[src/hdl/hmd_pkg.sv]
package hmd_pkg;

  localparam int STORE_BYTES = 65536;
  localparam int BANK_BYTES  = 1024;
  localparam int ADDR_W      = $clog2(STORE_BYTES);
  localparam int BANK_W      = ADDR_W - $clog2(BANK_BYTES);
  localparam int OFFS_W      = $clog2(BANK_BYTES);

  localparam int QUEUE_DEPTH = 2;
  localparam int QPTR_W      = $clog2(QUEUE_DEPTH);
  localparam int QCNT_W      = $clog2(QUEUE_DEPTH + 1);

  localparam int CFG_IDX_W   = 1;
  localparam int CFG_DATA_W  = 4;

  localparam logic [CFG_IDX_W-1:0] CFG_EXPANSION = CFG_IDX_W'(0);
  localparam logic [CFG_IDX_W-1:0] CFG_CARTRIDGE = CFG_IDX_W'(1);

  // Colour RAM occupies one bank at 0x9400.
  localparam logic [BANK_W-1:0] COLOUR_BANK  = BANK_W'(37);
  localparam logic [7:0]        COLOUR_RESET = 8'h03;

  typedef enum logic [2:0] {
    OP_CPU_READ    = 3'd0,
    OP_CPU_WRITE   = 3'd1,
    OP_VIDEO_READ  = 3'd2,
    OP_COLOUR_READ = 3'd3,
    OP_LOAD_WRITE  = 3'd4
  } op_t;

  typedef enum logic [1:0] {
    IO_NONE  = 2'd0,
    IO_VIDEO = 2'd1,
    IO_VIA1  = 2'd2,
    IO_VIA2  = 2'd3
  } io_target_t;

  typedef enum logic [2:0] {
    RD_PASS       = 3'd0,
    RD_MEM        = 3'd1,
    RD_COLOUR_CPU = 3'd2,
    RD_COLOUR_LOW = 3'd3,
    RD_FLOAT_HIGH = 3'd4
  } rd_mode_t;

  typedef struct packed {
    logic              mem_wr;
    logic [ADDR_W-1:0] mem_addr;
    logic [7:0]        mem_wdata;
    rd_mode_t          rd_mode;
    logic [7:0]        data_in;
    io_target_t        io_target;
    logic [3:0]        io_register;
    logic              io_is_write;
    logic [7:0]        io_data;
  } cmd_t;

endpackage

[src/hdl/hmd_queue.sv]
module hmd_queue
  import hmd_pkg::*;
(
  input  logic clk,
  input  logic rst_n,
  input  logic push,
  input  cmd_t push_cmd,
  input  logic pop,
  output cmd_t head_cmd,
  output logic empty,
  output logic full
);

  cmd_t              entry_r [QUEUE_DEPTH];
  logic [QPTR_W-1:0] wr_ptr_r;
  logic [QPTR_W-1:0] rd_ptr_r;
  logic [QCNT_W-1:0] cnt_r;
  logic              do_push;
  logic              do_pop;

  assign empty    = (cnt_r == '0);
  assign full     = (cnt_r == QCNT_W'(QUEUE_DEPTH));
  assign do_push  = push && !full;
  assign do_pop   = pop && !empty;
  assign head_cmd = entry_r[rd_ptr_r];

  always_ff @(posedge clk) begin
    if (!rst_n) begin
      wr_ptr_r <= '0;
      rd_ptr_r <= '0;
      cnt_r    <= '0;
    end else begin
      if (do_push) begin
        wr_ptr_r <= wr_ptr_r + 1'b1;
      end
      if (do_pop) begin
        rd_ptr_r <= rd_ptr_r + 1'b1;
      end
      case ({do_push, do_pop})
        2'b10:   cnt_r <= cnt_r + 1'b1;
        2'b01:   cnt_r <= cnt_r - 1'b1;
        default: cnt_r <= cnt_r;
      endcase
    end
  end

  always_ff @(posedge clk) begin
    if (do_push) begin
      entry_r[wr_ptr_r] <= push_cmd;
    end
  end

endmodule

[config.mk]
export PLATFORM = sky130hd
export DESIGN_NAME = hmd_queue
export DESIGN_NICKNAME = d
export VERILOG_FILES = /design/src/hdl/hmd_pkg.sv /design/src/hdl/hmd_queue.sv
export SDC_FILE = /design/constraint.sdc
export NUM_CORES = 1
export LEC_CHECK = 0
export BUFFER_PORTS_ARGS = -buffer_cell sky130_fd_sc_hd__buf_2
export CORE_MARGIN = 1.5
export CORE_UTILIZATION = 51
export CTS_CLUSTER_DIAMETER = 30
export CTS_CLUSTER_SIZE = 28
export DETAILED_ROUTE_END_ITERATION = 6
export PLACE_DENSITY_LB_ADDON = 0.1
export REMOVE_ABC_BUFFERS = 1
export SLEW_MARGIN = 20
export SYNTH_ARGS = -nofsm -noshare
export SYNTH_HDL_FRONTEND = slang
export SYNTH_SLANG_ARGS = --single-unit
[constraint.sdc]
create_clock -name clk -period 2.65 [get_ports clk]
set_input_delay 0 -clock clk [delete_from_list [all_inputs] [get_ports clk]]
set_output_delay 0 -clock clk [all_outputs]
set_load 0.01 [all_outputs]
==> impl_metrics.toml <==
[final_layout]
final_common_cell = "buf_2"
antenna_cells = 0
syn_to_final_growth_pct = 36.10
final_cell_mix = "buf_2 (107), edfxtp_1 (102), dlygate4sd3_1 (52)"
post_layout_nonfiller_instances = 457
final-seq-area_um2 = 3164
multi_input_area_um2 = 700.7
drive_above_1_share_pct = 51.12
fill_cells = 484
final_nets = 409

[synthesis]
netlist_instances = 185
yosys-top-cells-area = "edfxtp_1 (78%), mux2_2 (15%), dfxtp_1 (2.6%), xnor2_1 (0.67%), buf_2 (0.64%)"
ys_seq_elements = 107
synth_top_area_share_pct = 78.49
synth_area_per_cell_um2 = 21.09
mappedNetlistArea_um2 = 3902
yosys_warnings = 0
yosys.area.top_type = "edfxtp_1"
synth_cell_types = 19
synth_seq_area_share_pct = 81.05

[floorplan]
coreArea_um2 = 7331
io_pins = 108
die_x_um = 90.48
die_area_um2 = 8186
die_y_um = 90.48
rows = 31
initial_core_util_pct = 53.23

[power]
internal_power_mw = 3.223
switching_power_mw = 1.249
seqPwrFrac_pct = 50.0
p_leak_nw = 2.005
pwr-share-comb_pct = 28.4
vdd_drop_max_uv = 478.5
swShare_pct = 27.93
power.density_nw_per_um2 = 842.1
clock_power_share_pct = 21.6

[placed_design]
numPortBuffers = 107
place_ws_ps = 873.6
dpl.hpwl_um = 4204
dp.cells = 389
gp_congestion = 0.6775

[worst_setup_path]
cp_top_family = "flip-flops"
cp.arrival_ps = 1790
crit_type = "register to output port"
cp-endpoint = "head_cmd[31]"
crit_cells = 3
cpPeakStageDelay_ps = 610
worstPathCellList = "buf_12, mux2_2, buf_2"
path_buf_inv = 2
timing.rr.end = "entry_r[0][14]$_DFFE_PP_"
reg2reg_slack_ps = 890
r2r-start = "cnt_r[0]$_SDFFE_PN0P_"
reg2reg_depth = 5
worstPathRequired_ps = 2650
crit_fanout = 35
cp-start-kind = "register"
cpMaxStageDelayCell = "dfxtp_2"
critPathCaptureType = "output port"

[detailed_routing]
first_iter_violations = 118
totalWireLength_um = 6855
viasPerCell = 4.849
avgRoutedWirePerCell_um = 15.00
vias = 2216
drt.antenna.violating_nets = 0
first_pass_iters = 4
drc_errors = 0

[sta]
slew_violations = 0
rsz0062_at_grt = "no"
fmax_mhz = 558.6
finalHoldViolations = 0
fin_ws_ps = 859.8
setup_viol = 0
tightest_slew_ps = 439.4
whs_ps = 67.27
fin_skew_ps = 8.494
period_share_pct = 67.55
maxSlewHeadroom_pct = 70.71
period_minus_slack_ps = 1790
tns_ps = 0

[global_route]
grt_remaining_overflow = 0
grt_pass1_wl_um = 10850
grt_pass1_vias = 2299
antenna_found_initial = 0
grt_usage_pct = 17.43
grt_max_degree = 45

[status]
status = "complete, no violations"

[clock_tree]
cts_made_buffers = 9
cts_root_buffer = "clkbuf_8"
clkTransAtPathRegs_ps = 90
ctsHoldBuffers = 52
cts_setup_buffers = 0
cts_tree = "built"
clock_path_buffers = 2
post_cts_resized = 0
cts_sinks = 107
worstSkewPairLatency_ps = 350
htreeDepth = 3

[hold_path]
hold_class = "input pin to register"

[run]
max_cap_violations = 0
-- logic make-up (layout without fill, tap and decap cells) --
group,after synthesis,in the layout,share of synthesized area (%)
xor gates and xnor gates,3,3,0.6734
DFF,107,107,81.05
muxes,51,51,14.72
AOI/OAI and AO/OA,5,5,0.8336
adders and majority gates,1,1,0.3206
and+or+nand+nor,9,9,1.379
buffers and inverters,9,182,1.026
-- worst register-to-register path: stages, from the launching register on --
cell and delay, ps:
dfxtp_1 420, nand2b_2 180, inv_2 40, or3_1 340, inv_2 70, buf_4 370
-- stage by stage --
stage	utilization, %	power, mW	instance area, um^2
2_1_floorplan	-	3.005	3874
3_3_place_gp	62.62	3.482	4591
3_5_place_dp	62.62	3.496	4591
4_1_cts	72.45	4.513	5311
5_1_grt	72.45	4.677	5311
6_report	72.45	4.473	5311
-- synth_stat cells --
cell type and number:
a21boi_1 2, and2_1 1, and3_1 1, buf_2 5, clkbuf_1 1, dfxtp_1 5
edfxtp_1 102, ha_1 1, inv_1 2, inv_2 1, mux2_2 51, nand2_1 1
nand2b_2 1, nor2_1 1, nor2b_1 2, o21a_1 1, o21ai_0 2, or3_1 2
xnor2_1 3
-- cell type report --
class	instances	share of cell area [%]
timing repair buffer	163	20.92
inverter	3	0.2120
tap	99	2.332
sequential	107	59.58
clock inverter	7	1.437
multi-input combinational	69	13.19
clock buffer	9	2.332
-- metal layers --
layer / routed length [um] / track usage (%) / vias to the layer above
met5: 0 / 0 / -
met4: 121 / 6.614 / 0
met3: 240 / 4.040 / 11
met2: 3504 / 30.01 / 75
met1: 2989 / 21.35 / 1079
li1: - / - / 1051
-- power groups by stage --
stage          Sequential (mW)  Combinational, mW  Clock (mW)
6_report                  2.24               1.27       0.964
5_1_grt                   2.27               1.37        1.04
4_1_cts                   2.24               1.28       0.989
3_5_place_dp              2.28               1.21           0
3_3_place_gp              2.27               1.21           0
2_1_floorplan             2.31              0.699           0
-- sequential cells by signal, summed over array words and instances (netlist names), named ones only --
register,cells
wr_ptr_r,1
rd_ptr_r,1
cnt_r,2
entry_r,102
-- worst min-delay path by stage --
| stage | startpoint | to | cells after the start |
|---|---|---|---|
| detailed placement | push_cmd[9] | entry_r[0][9]$_DFFE_PP_ | 1 |
| global route | push | wr_ptr_r$_SDFFE_PN0P_ | 4 |
| floorplan | push_cmd[0] | entry_r[0][0]$_DFFE_PP_ | 0 |
| finish | push | wr_ptr_r$_SDFFE_PN0P_ | 4 |
| global placement | push_cmd[11] | entry_r[1][11]$_DFFE_PP_ | 1 |
| CTS | push | wr_ptr_r$_SDFFE_PN0P_ | 4 |
No activity file was read; power rests on OpenSTA's default activity.
