## config.mk

```make
export PLATFORM = sky130hd
export DESIGN_NAME = hmd_front
export DESIGN_NICKNAME = d
export VERILOG_FILES = /design/src/hdl/hmd_pkg.sv /design/src/hdl/hmd_front.sv
export SDC_FILE = /design/constraint.sdc
export NUM_CORES = 1
export LEC_CHECK = 0
export ABC_AREA = 1
export BUFFER_PORTS_ARGS = -buffer_cell sky130_fd_sc_hd__buf_4
export CAP_MARGIN = 15
export CORE_MARGIN = 2
export CORE_UTILIZATION = 40
export DETAILED_ROUTE_END_ITERATION = 12
export GPL_TIMING_DRIVEN = 0
export PLACE_DENSITY = 0.85
export SETUP_SLACK_MARGIN = 0.2
export SLEW_MARGIN = 20
export SYNTH_ARGS = -nofsm -noshare
export SYNTH_HDL_FRONTEND = slang
export SYNTH_SLANG_ARGS = --single-unit
```

## constraint.sdc

```tcl
create_clock -name clk -period 2.54 [get_ports clk]
set_input_delay 0.127 -clock clk [delete_from_list [all_inputs] [get_ports clk]]
set_output_delay 0.127 -clock clk [all_outputs]
set_load 0.01 [all_outputs]
```

## src/hdl/hmd_pkg.sv

```systemverilog
package hmd_pkg;

  localparam int STORE_BYTES = 65536;
  localparam int BANK_BYTES  = 1024;
  localparam int ADDR_W      = $clog2(STORE_BYTES);
  localparam int BANK_W      = ADDR_W - $clog2(BANK_BYTES);
  localparam int OFFS_W      = $clog2(BANK_BYTES);

  localparam int QUEUE_DEPTH = 2;
  localparam int QPTR_W      = $clog2(QUEUE_DEPTH);
  localparam int QCNT_W      = $clog2(QUEUE_DEPTH + 1);

  localparam int CFG_IDX_W   = 1;
  localparam int CFG_DATA_W  = 4;

  localparam logic [CFG_IDX_W-1:0] CFG_EXPANSION = CFG_IDX_W'(0);
  localparam logic [CFG_IDX_W-1:0] CFG_CARTRIDGE = CFG_IDX_W'(1);

  // Colour RAM occupies one bank at 0x9400.
  localparam logic [BANK_W-1:0] COLOUR_BANK  = BANK_W'(37);
  localparam logic [7:0]        COLOUR_RESET = 8'h03;

  typedef enum logic [2:0] {
    OP_CPU_READ    = 3'd0,
    OP_CPU_WRITE   = 3'd1,
    OP_VIDEO_READ  = 3'd2,
    OP_COLOUR_READ = 3'd3,
    OP_LOAD_WRITE  = 3'd4
  } op_t;

  typedef enum logic [1:0] {
    IO_NONE  = 2'd0,
    IO_VIDEO = 2'd1,
    IO_VIA1  = 2'd2,
    IO_VIA2  = 2'd3
  } io_target_t;

  typedef enum logic [2:0] {
    RD_PASS       = 3'd0,
    RD_MEM        = 3'd1,
    RD_COLOUR_CPU = 3'd2,
    RD_COLOUR_LOW = 3'd3,
    RD_FLOAT_HIGH = 3'd4
  } rd_mode_t;

  typedef struct packed {
    logic              mem_wr;
    logic [ADDR_W-1:0] mem_addr;
    logic [7:0]        mem_wdata;
    rd_mode_t          rd_mode;
    logic [7:0]        data_in;
    io_target_t        io_target;
    logic [3:0]        io_register;
    logic              io_is_write;
    logic [7:0]        io_data;
  } cmd_t;

endpackage

```

## src/hdl/hmd_front.sv

```systemverilog
module hmd_front
  import hmd_pkg::*;
(
  input  logic                  clk,
  input  logic                  rst_n,
  input  logic                  start,
  input  logic                  busy,
  input  logic [2:0]            in_operation,
  input  logic [15:0]           in_address,
  input  logic [7:0]            in_data_in,
  input  logic                  cfg_we,
  input  logic [CFG_IDX_W-1:0]  cfg_index,
  input  logic [CFG_DATA_W-1:0] cfg_data,
  output logic                  push,
  output cmd_t                  cmd
);

  typedef enum logic [1:0] {
    KIND_NONE,
    KIND_IO,
    KIND_ROM,
    KIND_RAM
  } kind_t;

  logic [3:0]        expansion_r;
  logic              cartridge_r;
  logic [BANK_W-1:0] bank;
  logic [1:0]        page;
  logic [ADDR_W-1:0] colour_addr;
  logic [13:0]       video_addr;
  kind_t             kind;
  io_target_t        chip;

  always_ff @(posedge clk) begin
    if (!rst_n) begin
      expansion_r <= '0;
      cartridge_r <= 1'b0;
    end else if (cfg_we) begin
      case (cfg_index)
        CFG_EXPANSION: expansion_r <= cfg_data[3:0];
        CFG_CARTRIDGE: cartridge_r <= cfg_data[0];
        default: ;
      endcase
    end
  end

  assign push        = start && !busy;
  assign bank        = in_address[ADDR_W-1 -: BANK_W];
  assign page        = bank[1:0];
  assign colour_addr = {COLOUR_BANK, in_address[OFFS_W-1:0]};
  assign video_addr  = in_address[13:0];

  always_comb begin
    if (bank == BANK_W'(0) || (bank >= BANK_W'(4) && bank <= BANK_W'(7))) begin
      kind = KIND_RAM;
    end else if (bank <= BANK_W'(3)) begin
      kind = expansion_r[0] ? KIND_RAM : KIND_NONE;
    end else if (bank <= BANK_W'(15)) begin
      kind = expansion_r[1] ? KIND_RAM : KIND_NONE;
    end else if (bank <= BANK_W'(23)) begin
      kind = expansion_r[2] ? KIND_RAM : KIND_NONE;
    end else if (bank <= BANK_W'(31)) begin
      kind = expansion_r[3] ? KIND_RAM : KIND_NONE;
    end else if (bank <= BANK_W'(35)) begin
      kind = KIND_ROM;
    end else if (bank <= BANK_W'(39)) begin
      kind = KIND_IO;
    end else if (bank <= BANK_W'(47)) begin
      kind = cartridge_r ? KIND_ROM : KIND_NONE;
    end else begin
      kind = KIND_ROM;
    end
  end

  // Register windows repeat every 64 bytes; the top 16 fold back to the video chip.
  always_comb begin
    case (in_address[5:4])
      2'd0:    chip = IO_VIDEO;
      2'd1:    chip = IO_VIA1;
      2'd2:    chip = IO_VIA2;
      default: chip = IO_VIDEO;
    endcase
  end

  always_comb begin
    cmd             = '0;
    cmd.mem_addr    = in_address;
    cmd.mem_wdata   = in_data_in;
    cmd.rd_mode     = RD_PASS;
    cmd.data_in     = in_data_in;
    cmd.io_target   = IO_NONE;
    case (op_t'(in_operation))
      OP_CPU_READ: begin
        if (kind == KIND_RAM || kind == KIND_ROM) begin
          cmd.rd_mode = RD_MEM;
        end else if (kind == KIND_IO) begin
          if (page == 2'd0) begin
            cmd.io_target   = chip;
            cmd.io_register = in_address[3:0];
          end else if (page == 2'd1) begin
            cmd.mem_addr = colour_addr;
            cmd.rd_mode  = RD_COLOUR_CPU;
          end else begin
            cmd.rd_mode = RD_FLOAT_HIGH;
          end
        end
      end
      OP_CPU_WRITE: begin
        if (kind == KIND_RAM) begin
          cmd.mem_wr = 1'b1;
        end else if (kind == KIND_IO) begin
          if (page == 2'd0) begin
            cmd.io_target   = chip;
            cmd.io_register = in_address[3:0];
            cmd.io_is_write = 1'b1;
            cmd.io_data     = in_data_in;
          end else if (page == 2'd1) begin
            cmd.mem_wr    = 1'b1;
            cmd.mem_addr  = colour_addr;
            cmd.mem_wdata = {4'h0, in_data_in[3:0]};
          end
        end
      end
      OP_VIDEO_READ: begin
        if (!video_addr[13]) begin
          // Character ROM, mirrored every 4 KB.
          cmd.mem_addr = {4'h8, video_addr[11:0]};
          cmd.rd_mode  = RD_MEM;
        end else if (video_addr[12:10] != 3'd0 && video_addr[12:10] <= 3'd3 &&
                     !expansion_r[0]) begin
          cmd.rd_mode = RD_FLOAT_HIGH;
        end else begin
          cmd.mem_addr = {3'b000, video_addr[12:0]};
          cmd.rd_mode  = RD_MEM;
        end
      end
      OP_COLOUR_READ: begin
        cmd.mem_addr = colour_addr;
        cmd.rd_mode  = RD_COLOUR_LOW;
      end
      OP_LOAD_WRITE: begin
        cmd.mem_wr = 1'b1;
      end
      default: ;
    endcase
  end

endmodule

```

==> results.sh <==
export IMPL_maxSlewHeadroom_pct=78.3
export IMPL_drc=0
export IMPL_drt_first_iter_violations=18
export IMPL_synth_cell_type_count=28
export IMPL_end_kind="primary output"
export IMPL_finalClockSkew_ps=0
export IMPL_num_nets_final=286
export IMPL_final_period_utilization_pct=59.5
export IMPL_cts_tree="built"
export IMPL_h_tree_depth=1
export IMPL_floorplan_die_height_um=53.6
export IMPL_cell_by_cell_listing_of_the_critical_path="nor3_2 > inv_1 > nor2_1 > nand2_1 > a21oi_1 > buf_4"
export IMPL_rows=17
export IMPL_io_buffer_count=84
export IMPL_syn_nets=197
export IMPL_setup_violations_final=0
export IMPL_cts_root_buffer_cell="sky130_fd_sc_hd__clkbuf_4"
export IMPL_async_reset_ff_share_pct=0
export IMPL_synthesis_instances=159
export IMPL_worst_slew_pin_slew_ps=322
export IMPL_start_util_pct=43.2
export IMPL_cts_resized=0
export IMPL_finalWirelength_um=2810
export IMPL_number_of_flops_mapped_to_enable_cells_by_yosys=0
export IMPL_data_required_critical_path_ps=2410
export IMPL_dr_wl_cell_um=10.2
export IMPL_ios=89
export IMPL_area_growth_pct=70.4
export IMPL_cpMaxStageDelayCell="sky130_fd_sc_hd__dfxtp_1"
export IMPL_timing_worst_setup_path_type="reg -> out"
export IMPL_grt_pass1_wl_um=4180
export IMPL_yosysMostFrequentCell="sky130_fd_sc_hd__nor2_1"
export IMPL_avgViaCountPerCell=4.43
export IMPL_initial_antenna_violation_count=0
export IMPL_coreArea_sq_um=2280
export IMPL_seq_area_frac_synth_pct=10.2
export IMPL_antennaDiodeCount=0
export IMPL_detail_route_antenna_nets=0
export IMPL_rsz0062_at_grt="no"
export IMPL_via_count=1218
export IMPL_timing_setup_tns_ps=0
export IMPL_grt_use_total_pct=19.3
export IMPL_syn_area_per_cell_sq_um=6.19
export IMPL_static_leakage_power_uw=0.000962
export IMPL_maxClockFrequency_ghz=0.662
export IMPL_grt_max_degree=9
export IMPL_status="finished clean"
export IMPL_synthDominantCellAreaShare_pct=16.8
export IMPL_die_w_um=53.6
export IMPL_final_fill_count=202
export IMPL_cts_setup_buffers=0
export IMPL_power_density_nw_per_um2=236
export IMPL_first_global_vias=978
export IMPL_vdd_ir_drop_worst_mv=0.243
export IMPL_primary_ff_master_synth="sky130_fd_sc_hd__dfxtp_1"
export IMPL_worst_setup_hold_path_clk_slew_ps=40
export IMPL_clk_path_buf_depth=2
export IMPL_report_final_slew_viol_count=0
export IMPL_numClockSinks=5
export IMPL_synth_largest_area_cell="sky130_fd_sc_hd__buf_4"
export IMPL_hold_path_class="in -> reg"
export IMPL_timing_final_hold_violations=0
export IMPL_overflow=0
export IMPL_place_gp_congestion=0.809
export IMPL_ys_seq_elements=5
export IMPL_postCtsHoldBufs=0
export IMPL_synth_cell_area_sq_um=983
export IMPL_placement_cell_area_sq_um=1650
export IMPL_final_core_util_pct=73.6
export IMPL_drive_above_1_share_pct=56.7
export IMPL_synth_top_cells_by_count="sky130_fd_sc_hd__nor2_1 (29), sky130_fd_sc_hd__inv_1 (25), sky130_fd_sc_hd__nand2_1 (25)"
export IMPL_drt_pass1_iter_count=4
export IMPL_dp_final_hpwl_um=2520
export IMPL_cap_violations=0
export IMPL_finalCriticalPeriod_ps=1510
export IMPL_die_area_sq_um=2870
export IMPL_critical_path_peak_fanout=3
export IMPL_yosys_warnings=0
export IMPL_timing_critical_path_slowest_cell_delay_ps=310
export IMPL_worst_ep_arrival_ps=1380
export IMPL_worst_skew_pair_latency_ps=230
export IMPL_yosys_top_cells_area="sky130_fd_sc_hd__buf_4 (17%), sky130_fd_sc_hd__nor2_1 (11%), sky130_fd_sc_hd__dfxtp_1 (10%)"
export IMPL_layout_cell_area_non_filler_sq_um=1680
export IMPL_numCtsBuffers=3
export IMPL_crit_path_start_kind="flip-flop"
kinds of logic (layout without fill, tap and decap cells):
group | count (synthesis) | count (layout) | share of synthesized area, %
simple gates | 79 | 79 | 45.9
buf+inv | 56 | 144 | 30.4
compound gates | 18 | 18 | 12.2
flops | 5 | 5 | 10.2
fa+ha+maj | 1 | 1 | 1.27
power breakdown:
| part | internal, uW | switching (uW) | leakage [uW] |
|---|---|---|---|
| combinational | 117 | 102 | 0.000905 |
| clock | 59.3 | 30.5 | 0.0000150 |
| sequential | 84.1 | 2.94 | 0.0000413 |
| total | 260 | 136 | 0.000962 |
flip-flops by register name, summed over array words and instances (netlist names):
register,flops
cartridge_r,1
expansion_r,4
worst max-delay path: cells and delay by family (launching register included):
kind,cells,cell delay [ps]
AO/OA/AOI/OAI,1,160
buffers and inverters,2,220
flip-flops,1,310
AND/OR/NAND/NOR,3,460
final timing paths:
kind | startpoint | to | slack, ps | cells after the start
worst min register to register | expansion_r[3] | expansion_r[3] | 470 | 2
worst min-delay path | cfg_data[2] | expansion_r[2] | 110 | 3
worst max register to register | expansion_r[1] | expansion_r[1] | 1900 | 2
worst max-delay path | expansion_r[0] | cmd[47] | 1030 | 6
stage by stage:
stage,hold WS (ps),instances,power [uW],setup WS (ps)
final,112,275,396,1030
after global routing,130,275,431,876
after CTS,105,275,402,1010
after detailed placement,358,271,309,1220
after global placement,351,271,306,1240
after floorplan,262,159,198,1440
metal layers:
layer / vias up / track usage, % / wire length [um]
met1: 531 / 23.5 / 1140
met2: 54 / 34.8 / 1400
met5: - / 0 / 0
li1: 633 / - / -
met4: 0 / 7.26 / 0
met3: 0 / 1.94 / 268
area by class of cell:
class	instances	area (sq um)	share of cell area, %
multi-input combinational	98	584	34.9
timing repair buffer	84	631	37.6
inverter	34	134	7.99
clock buffer	4	26.3	1.57
sequential	5	100	5.97
tap	28	35.0	2.09
buffer	22	165	9.86
placed cells by master, fill, tap and decap left out, types with 2 or more instances in the layout:
cell                       synthesis  final
sky130_fd_sc_hd__nor2_1           29     29
sky130_fd_sc_hd__nor3_2            2      2
sky130_fd_sc_hd__a21oi_1           4      4
sky130_fd_sc_hd__nand2_1          25     25
sky130_fd_sc_hd__o21ai_0           6      6
sky130_fd_sc_hd__dfxtp_1           5      5
sky130_fd_sc_hd__inv_1            25     25
sky130_fd_sc_hd__nand3_1           4      4
sky130_fd_sc_hd__clkbuf_4          0      3
sky130_fd_sc_hd__nor2_2            3      3
sky130_fd_sc_hd__o21ai_1           2      2
sky130_fd_sc_hd__nand2_2           2      2
sky130_fd_sc_hd__inv_2             7      7
sky130_fd_sc_hd__buf_4            22    106
sky130_fd_sc_hd__nand3_4           2      2
sky130_fd_sc_hd__nor2_4            8      8
No activity file was read; power rests on OpenSTA's default activity.
